File: src/hw/rtl/dq_pkg.sv
// shared types and constants of the double-ended queue
`default_nettype none

package dq_pkg;

	localparam int unsigned DEPTH = 16;
	localparam int unsigned IDX_W = $clog2(DEPTH);
	localparam int unsigned CNT_W = $clog2(DEPTH + 1);

	localparam logic [2:0] KIND_PUSH_BACK  = 3'd0;
	localparam logic [2:0] KIND_PUSH_FRONT = 3'd1;
	localparam logic [2:0] KIND_POP_BACK   = 3'd2;
	localparam logic [2:0] KIND_POP_FRONT  = 3'd3;
	localparam logic [2:0] KIND_PEEK_FRONT = 3'd4;
	localparam logic [2:0] KIND_PEEK_BACK  = 3'd5;

	localparam logic [1:0] ST_OK    = 2'd0;
	localparam logic [1:0] ST_EMPTY = 2'd1;
	localparam logic [1:0] ST_FULL  = 2'd2;

	typedef struct packed {
		logic [2:0]         kind;
		logic signed [31:0] push_value;
	} deq_req_t;

	typedef struct packed {
		logic signed [31:0] read_value;
		logic [4:0]         count;
		logic               is_empty;
		logic [1:0]         status;
	} deq_rsp_t;

	// per-cell move: take from the left, take from the right, or load
	typedef struct packed {
		logic shr;
		logic shl;
		logic ld;
	} cell_ctl_t;

	// per-chain command
	typedef struct packed {
		logic             shr;
		logic             shl;
		logic             wr;
		logic [IDX_W-1:0] wr_idx;
	} chain_ctl_t;

endpackage

`default_nettype wire

File: src/hw/rtl/dq_cell.sv
// one storage cell of a shifting chain
`default_nettype none

module dq_cell (
	input  wire logic               clk,
	input  wire dq_pkg::cell_ctl_t  ctl,
	input  wire logic signed [31:0] from_left,
	input  wire logic signed [31:0] from_right,
	input  wire logic signed [31:0] load_value,
	output logic signed [31:0]      q
);
	import dq_pkg::*;

	logic signed [31:0] data_q;

	always_ff @(posedge clk) begin
		priority if (ctl.ld) begin
			data_q <= load_value;
		end else if (ctl.shr) begin
			data_q <= from_left;
		end else if (ctl.shl) begin
			data_q <= from_right;
		end
	end

	assign q = data_q;

endmodule

`default_nettype wire

File: src/hw/rtl/dq_chain.sv
// row of cells holding the queue in order from one end
`default_nettype none

module dq_chain (
	input  wire logic               clk,
	input  wire dq_pkg::chain_ctl_t ctl,
	input  wire logic signed [31:0] push_value,
	output logic signed [31:0]      head
);
	import dq_pkg::*;

	logic signed [31:0] data [DEPTH];

	for (genvar i = 0; i < DEPTH; i++) begin : g_cell
		cell_ctl_t          cctl;
		logic signed [31:0] left_d;
		logic signed [31:0] right_d;

		// cell 0 takes the pushed value on a shift in, the last cell holds on a shift out
		if (i == 0) begin : g_first
			assign left_d = push_value;
		end else begin : g_mid_l
			assign left_d = data[i-1];
		end
		if (i == DEPTH - 1) begin : g_last
			assign right_d = data[i];
		end else begin : g_mid_r
			assign right_d = data[i+1];
		end

		assign cctl.shr = ctl.shr;
		assign cctl.shl = ctl.shl;
		assign cctl.ld  = ctl.wr && (ctl.wr_idx == IDX_W'(i));

		dq_cell u_cell (
			.clk        (clk),
			.ctl        (cctl),
			.from_left  (left_d),
			.from_right (right_d),
			.load_value (push_value),
			.q          (data[i])
		);
	end

	assign head = data[0];

endmodule

`default_nettype wire

File: src/hw/rtl/double_ended_queue.sv
// top level of the bounded double-ended queue
//
//   channel | dir | handshake                 | payload
//   req     | in  | req_valid / req_stall     | deq_req_t (kind, push_value)
//   rsp     | out | rsp_valid / rsp_stall     | deq_rsp_t (read_value, count, is_empty, status)
//
// one transaction per cycle while req_stall is low: every request finishes in the cycle it is taken,
// each chain moves by at most one cell per request
// the response is registered and appears in the cycle after the accepted request
// req_stall rises only while a response is held by rsp_stall
// reset clears the count and the response valid; cell contents are not reset
`default_nettype none

module double_ended_queue (
	input  wire logic             clk,
	input  wire logic             arst_n,
	input  wire logic             req_valid,
	output logic                  req_stall,
	input  wire dq_pkg::deq_req_t req,
	output logic                  rsp_valid,
	input  wire logic             rsp_stall,
	output dq_pkg::deq_rsp_t      rsp
);
	import dq_pkg::*;

	// two chains hold the same entries: one ordered from the front, one from the back,
	// so both ends are always at cell 0 and no cell is read at a computed address
	logic [CNT_W-1:0]   count_q;
	logic [CNT_W-1:0]   count_d;
	logic               rsp_valid_q;
	deq_rsp_t           rsp_q;
	deq_rsp_t           rsp_d;
	chain_ctl_t         front_ctl;
	chain_ctl_t         back_ctl;
	logic signed [31:0] front_head;
	logic signed [31:0] back_head;
	logic               accept;
	logic               is_full;
	logic               is_nil;
	logic [IDX_W-1:0]   tail_idx;

	assign req_stall = rsp_valid_q && rsp_stall;
	assign accept    = req_valid && !req_stall;
	assign is_full   = (count_q == CNT_W'(DEPTH));
	assign is_nil    = (count_q == '0);
	// first free cell, only used when not full
	assign tail_idx  = count_q[IDX_W-1:0];

	always_comb begin
		front_ctl        = '0;
		back_ctl         = '0;
		front_ctl.wr_idx = tail_idx;
		back_ctl.wr_idx  = tail_idx;
		count_d          = count_q;
		rsp_d.read_value = '0;
		rsp_d.status     = ST_OK;

		unique case (req.kind)
			KIND_PUSH_BACK: begin
				if (is_full) begin
					rsp_d.status = ST_FULL;
				end else begin
					// append at the tail of the front chain, shift in at the back chain
					front_ctl.wr = accept;
					back_ctl.shr = accept;
					count_d      = count_q + CNT_W'(1);
				end
			end
			KIND_PUSH_FRONT: begin
				if (is_full) begin
					rsp_d.status = ST_FULL;
				end else begin
					front_ctl.shr = accept;
					back_ctl.wr   = accept;
					count_d       = count_q + CNT_W'(1);
				end
			end
			KIND_POP_BACK: begin
				if (is_nil) begin
					rsp_d.status = ST_EMPTY;
				end else begin
					// the front chain just forgets its last live cell
					rsp_d.read_value = back_head;
					back_ctl.shl     = accept;
					count_d          = count_q - CNT_W'(1);
				end
			end
			KIND_POP_FRONT: begin
				if (is_nil) begin
					rsp_d.status = ST_EMPTY;
				end else begin
					rsp_d.read_value = front_head;
					front_ctl.shl    = accept;
					count_d          = count_q - CNT_W'(1);
				end
			end
			KIND_PEEK_FRONT: begin
				if (is_nil) begin
					rsp_d.status = ST_EMPTY;
				end else begin
					rsp_d.read_value = front_head;
				end
			end
			KIND_PEEK_BACK: begin
				if (is_nil) begin
					rsp_d.status = ST_EMPTY;
				end else begin
					rsp_d.read_value = back_head;
				end
			end
			default: begin
				// unused kinds leave everything alone
			end
		endcase

		rsp_d.count    = 5'(count_d);
		rsp_d.is_empty = (count_d == '0);
	end

	dq_chain u_front (
		.clk        (clk),
		.ctl        (front_ctl),
		.push_value (req.push_value),
		.head       (front_head)
	);

	dq_chain u_back (
		.clk        (clk),
		.ctl        (back_ctl),
		.push_value (req.push_value),
		.head       (back_head)
	);

	always_ff @(posedge clk or negedge arst_n) begin
		if (!arst_n) begin
			count_q     <= '0;
			rsp_valid_q <= 1'b0;
		end else begin
			if (accept) begin
				count_q     <= count_d;
				rsp_valid_q <= 1'b1;
			end else if (!rsp_stall) begin
				rsp_valid_q <= 1'b0;
			end
		end
	end

	// response payload, held while stalled
	always_ff @(posedge clk) begin
		if (accept) begin
			rsp_q <= rsp_d;
		end
	end

	assign rsp_valid = rsp_valid_q;
	assign rsp       = rsp_q;

endmodule

`default_nettype wire

File: config.mk
export PLATFORM = sky130hd
export DESIGN_NAME = double_ended_queue
export DESIGN_NICKNAME = d
export VERILOG_FILES = /design/src/hw/rtl/dq_pkg.sv /design/src/hw/rtl/dq_cell.sv /design/src/hw/rtl/dq_chain.sv /design/src/hw/rtl/double_ended_queue.sv
export SDC_FILE = /design/constraint.sdc
export NUM_CORES = 2
export LEC_CHECK = 0
export ABC_CLOCK_PERIOD_IN_PS = 2900
export BUFFER_PORTS_ARGS = -buffer_cell sky130_fd_sc_hd__buf_2
export CAP_MARGIN = 20
export CORE_MARGIN = 10
export CORE_UTILIZATION = 59
export CTS_BUF_LIST = sky130_fd_sc_hd__clkbuf_8
export CTS_CLUSTER_SIZE = 12
export DETAILED_ROUTE_END_ITERATION = 8
export HOLD_SLACK_MARGIN = 0.1
export PLACE_DENSITY = 0.9
export SKIP_LAST_GASP = 1
export SLEW_MARGIN = 10
export SYNTH_ARGS = -nofsm -noshare
export SYNTH_HDL_FRONTEND = slang
export SYNTH_SLANG_ARGS = --single-unit
File: constraint.sdc
create_clock -name clk -period 2.9 [get_ports clk]
set_input_delay 0.435 -clock clk [delete_from_list [all_inputs] [get_ports clk]]
set_output_delay 0.435 -clock clk [all_outputs]
set_load 0.03 [all_outputs]
==> qor.txt <==
Clk slew on worst S/H paths -> 0.06 ns
I/O pin total -> 81
Largest net degree at the start of global routing -> 159
Clock tree from TritonCTS -> built
Synth Cell Area -> 53210 um2
Slew @ Worst Pin -> 1.050 ns
Cell count after synthesis -> 5146
Netlist cell types -> 50
Worst EP required -> 3.46 ns
Die width -> 320.3 um
Die ar. -> 102600 um2
PwrDens -> 579.1 nW/um2
Synth top cells by count -> nand2_1 (1259), edfxtp_1 (1064), nor2_1 (683), a31oi_1 (449), nand3_1 (281)
CTS H-tree depth -> 4
IO Port Bufs -> 80
Sequential share of the synthesized area -> 0.6033
Hpwl dp -> 90.37 mm
Skew-Pair Late Insertion Delay -> 0.83 ns
Period minus WS final -> 2.791 ns
Drt drc -> 2
GP Congestion -> 0.9294
Antenna violations before repair -> 7
Area growth syn-to-layout -> 8.098%
RSZ-0062 raised after global routing -> false
Main synth FF type -> edfxtp_1
Syn avg cell area -> 10.34 um2
Clock sink count -> 1070
Die Height -> 320.3 um
Drt first pass iters -> 9
Total Routing Usage GR -> 0.2614
Via count -> 41207
Slew HR -> 0.2997
Final setup fails -> 0
Fill count -> 6167
Endpoints failing hold -> 0
Remaining antenna violation count -> 0
Share of cells above drive strength 1 -> 0.1087
Overall routed net length -> 139.2 mm
Lkg Pwr -> 0.02228 uW
Synth Net Count -> 5193
Starting density of the core -> 0.5930
Root buffer cell -> clkbuf_8
Failing checks -> DRC
Routed len/inst -> 21.98 um
Synth warn -> 0
TritonCTS buffer count -> 162
Vias in the first global route -> 37492
Crit path launch type -> flop
Max Clk Rate -> 358.3 MHz
Post-synth EDFFs -> 1064
MaxCap Viol Count -> 0
Top-count cell post-synth -> nand2_1
Fin. max-slew vios -> 0
NumNets Final -> 5082
TNS Setup -> 0 ns
Final worst-path cycle share -> 0.9624
Fin util -> 0.6410
DR iter-0 viols -> 7592
Worst path arrival time -> 3.35 ns
Ys async rst share -> 0.005607
Synth top area cells -> edfxtp_1 (60%), nand2_1 (8.9%), a31oi_1 (5.3%), nor2_1 (4.8%), mux2i_1 (4.8%)
Grt total ovfl -> 0
CTS max path bufs -> 3
Crit Path Class -> reg -> reg
First-pass GRT wire length -> 213.7 mm
Skew final -> 0.03315 ns
FP Rows -> 110
Setup crit end kind -> flop
Outcome -> complete, but fails checks
Largest fanout on the critical path -> 70
Hold Crit Class -> in -> reg
Core area -> 89740 um2
FF+latch count, synth -> 1070
Area leader, netlist -> edfxtp_1
Maximum vdd drop -> 0.5559 mV
Share of the synthesized area in the top cell type -> 0.6005
Vias per inst -> 6.506
layout by cell type (no fill, tap or decap), types with 6 or more instances in the layout:
cell type	instances
a21oi_1	196
a221o_1	64
a22oi_1	34
a31oi_1	449
and3_1	75
buf_12	41
buf_2	80
buf_4	96
clkbuf_8	170
clkinv_1	41
clkinv_2	7
dfrtp_1	6
edfxtp_1	1064
ha_1	8
inv_1	66
mux2_1	34
mux2_2	97
mux2i_1	256
nand2_1	1244
nand2_2	15
nand2b_1	7
nand3_1	263
nand3_2	18
nor2_1	680
o21ai_0	69
timing repair:
item / CTS / global route
buffers inserted: 0 / 3
gates resized for setup: 1 / 4
setup endpoints to repair: 126 / 93
hold buffers: 4 / 0
pin swaps: 0 / 1
hold endpoints to repair: 7 / 0
gates cloned: 0 / 1
metal layers:
| metal | share of wire | vias to the layer above | global-route usage |
|---|---|---|---|
| met5 | 0.00030 | - | 0 |
| met4 | 0.045 | 8 | 0.1277 |
| met3 | 0.15 | 296 | 0.05359 |
| met2 | 0.43 | 3452 | 0.3720 |
| met1 | 0.37 | 19240 | 0.3789 |
| li1 | - | 18211 | - |
path summary, 6_finish.rpt:
kind	from	to	slack, ns	depth (start not counted)
min	rsp_stall	count_q[1]	0.24	4
max	count_q[0]	u_front.g_cell[7].u_cell.q[26]	0.11	8
max in group asynchronous	arst_n	count_q[1]	1.91	3
min in group asynchronous	arst_n	rsp_valid	0.64	3
min reg2reg	u_front.g_cell[15].u_cell.q[8]	u_front.g_cell[14].u_cell.q[8]	0.55	2
max reg2reg	count_q[0]	u_front.g_cell[7].u_cell.q[26]	0.11	8
per-stage QoR:
step                      power, uW  setup slack (ns)  cells  hold WS [ns]  instance area [um2]
after CTS                     33210            0.1115   6324        0.1579                57430
after global routing          34280          0.008130   6333        0.2449                57520
after global placement        22020           0.04592   6035        0.3046                54530
after floorplan               20920           -0.2849   5146        0.1394                53250
after detailed placement      22230          -0.09784   6037        0.3042                54560
final                         33310            0.1091   6334        0.2360                57520
cell families (layout without fill, tap and decap cells):
kind of cell | Yosys count | count (layout) | share of synthesized area
adders and majority gates | 8 | 8 | 0.001881
DFF | 1070 | 1070 | 0.6033
and+or+nand+nor | 2341 | 2341 | 0.1782
xor gates and xnor gates | 3 | 3 | 0.0004939
other | 0 | 4 | 0
muxes | 387 | 387 | 0.07588
AOI/OAI and AO/OA | 825 | 825 | 0.09620
buffers and inverters | 512 | 520 | 0.04407
registers in the layout, indices dropped and copies added (netlist names):
signal and cells:
u_front.g_cell.u_cell.q 512, rsp_valid 1, rsp 40, count_q 5
u_back.g_cell.u_cell.q 512
layout make-up:
type                       instances  area [um2]  area share
tap                             1176        1471     0.02558
inverter                           8       30.03   0.0005221
multi-input combinational       3564       18960      0.3295
clock inverter                   113       479.2    0.008331
clock buffer                     170        2340     0.04068
antenna                            4       10.01   0.0001740
sequential                      1070       32100      0.5581
timing repair buffer             229        2133     0.03709
critical path: stages (launching register included):
cell	delay, ns
dfrtp_1	0.45
inv_1	0.14
ha_1	0.28
nor3b_4	0.19
a21oi_2	0.36
nand2_8	0.26
buf_16	0.33
and3_1	0.22
a221o_1	0.26
power breakdown:
part / leakage, uW / internal (uW) / switching [uW] / total, uW
registers: 0.00978 / 18000 / 538 / 18600
logic: 0.0108 / 1180 / 2360 / 3540
clock network: 0.00165 / 5460 / 5760 / 11200
total: 0.0223 / 24700 / 8660 / 33300
Note: power is estimated with default switching activity, not from simulation.
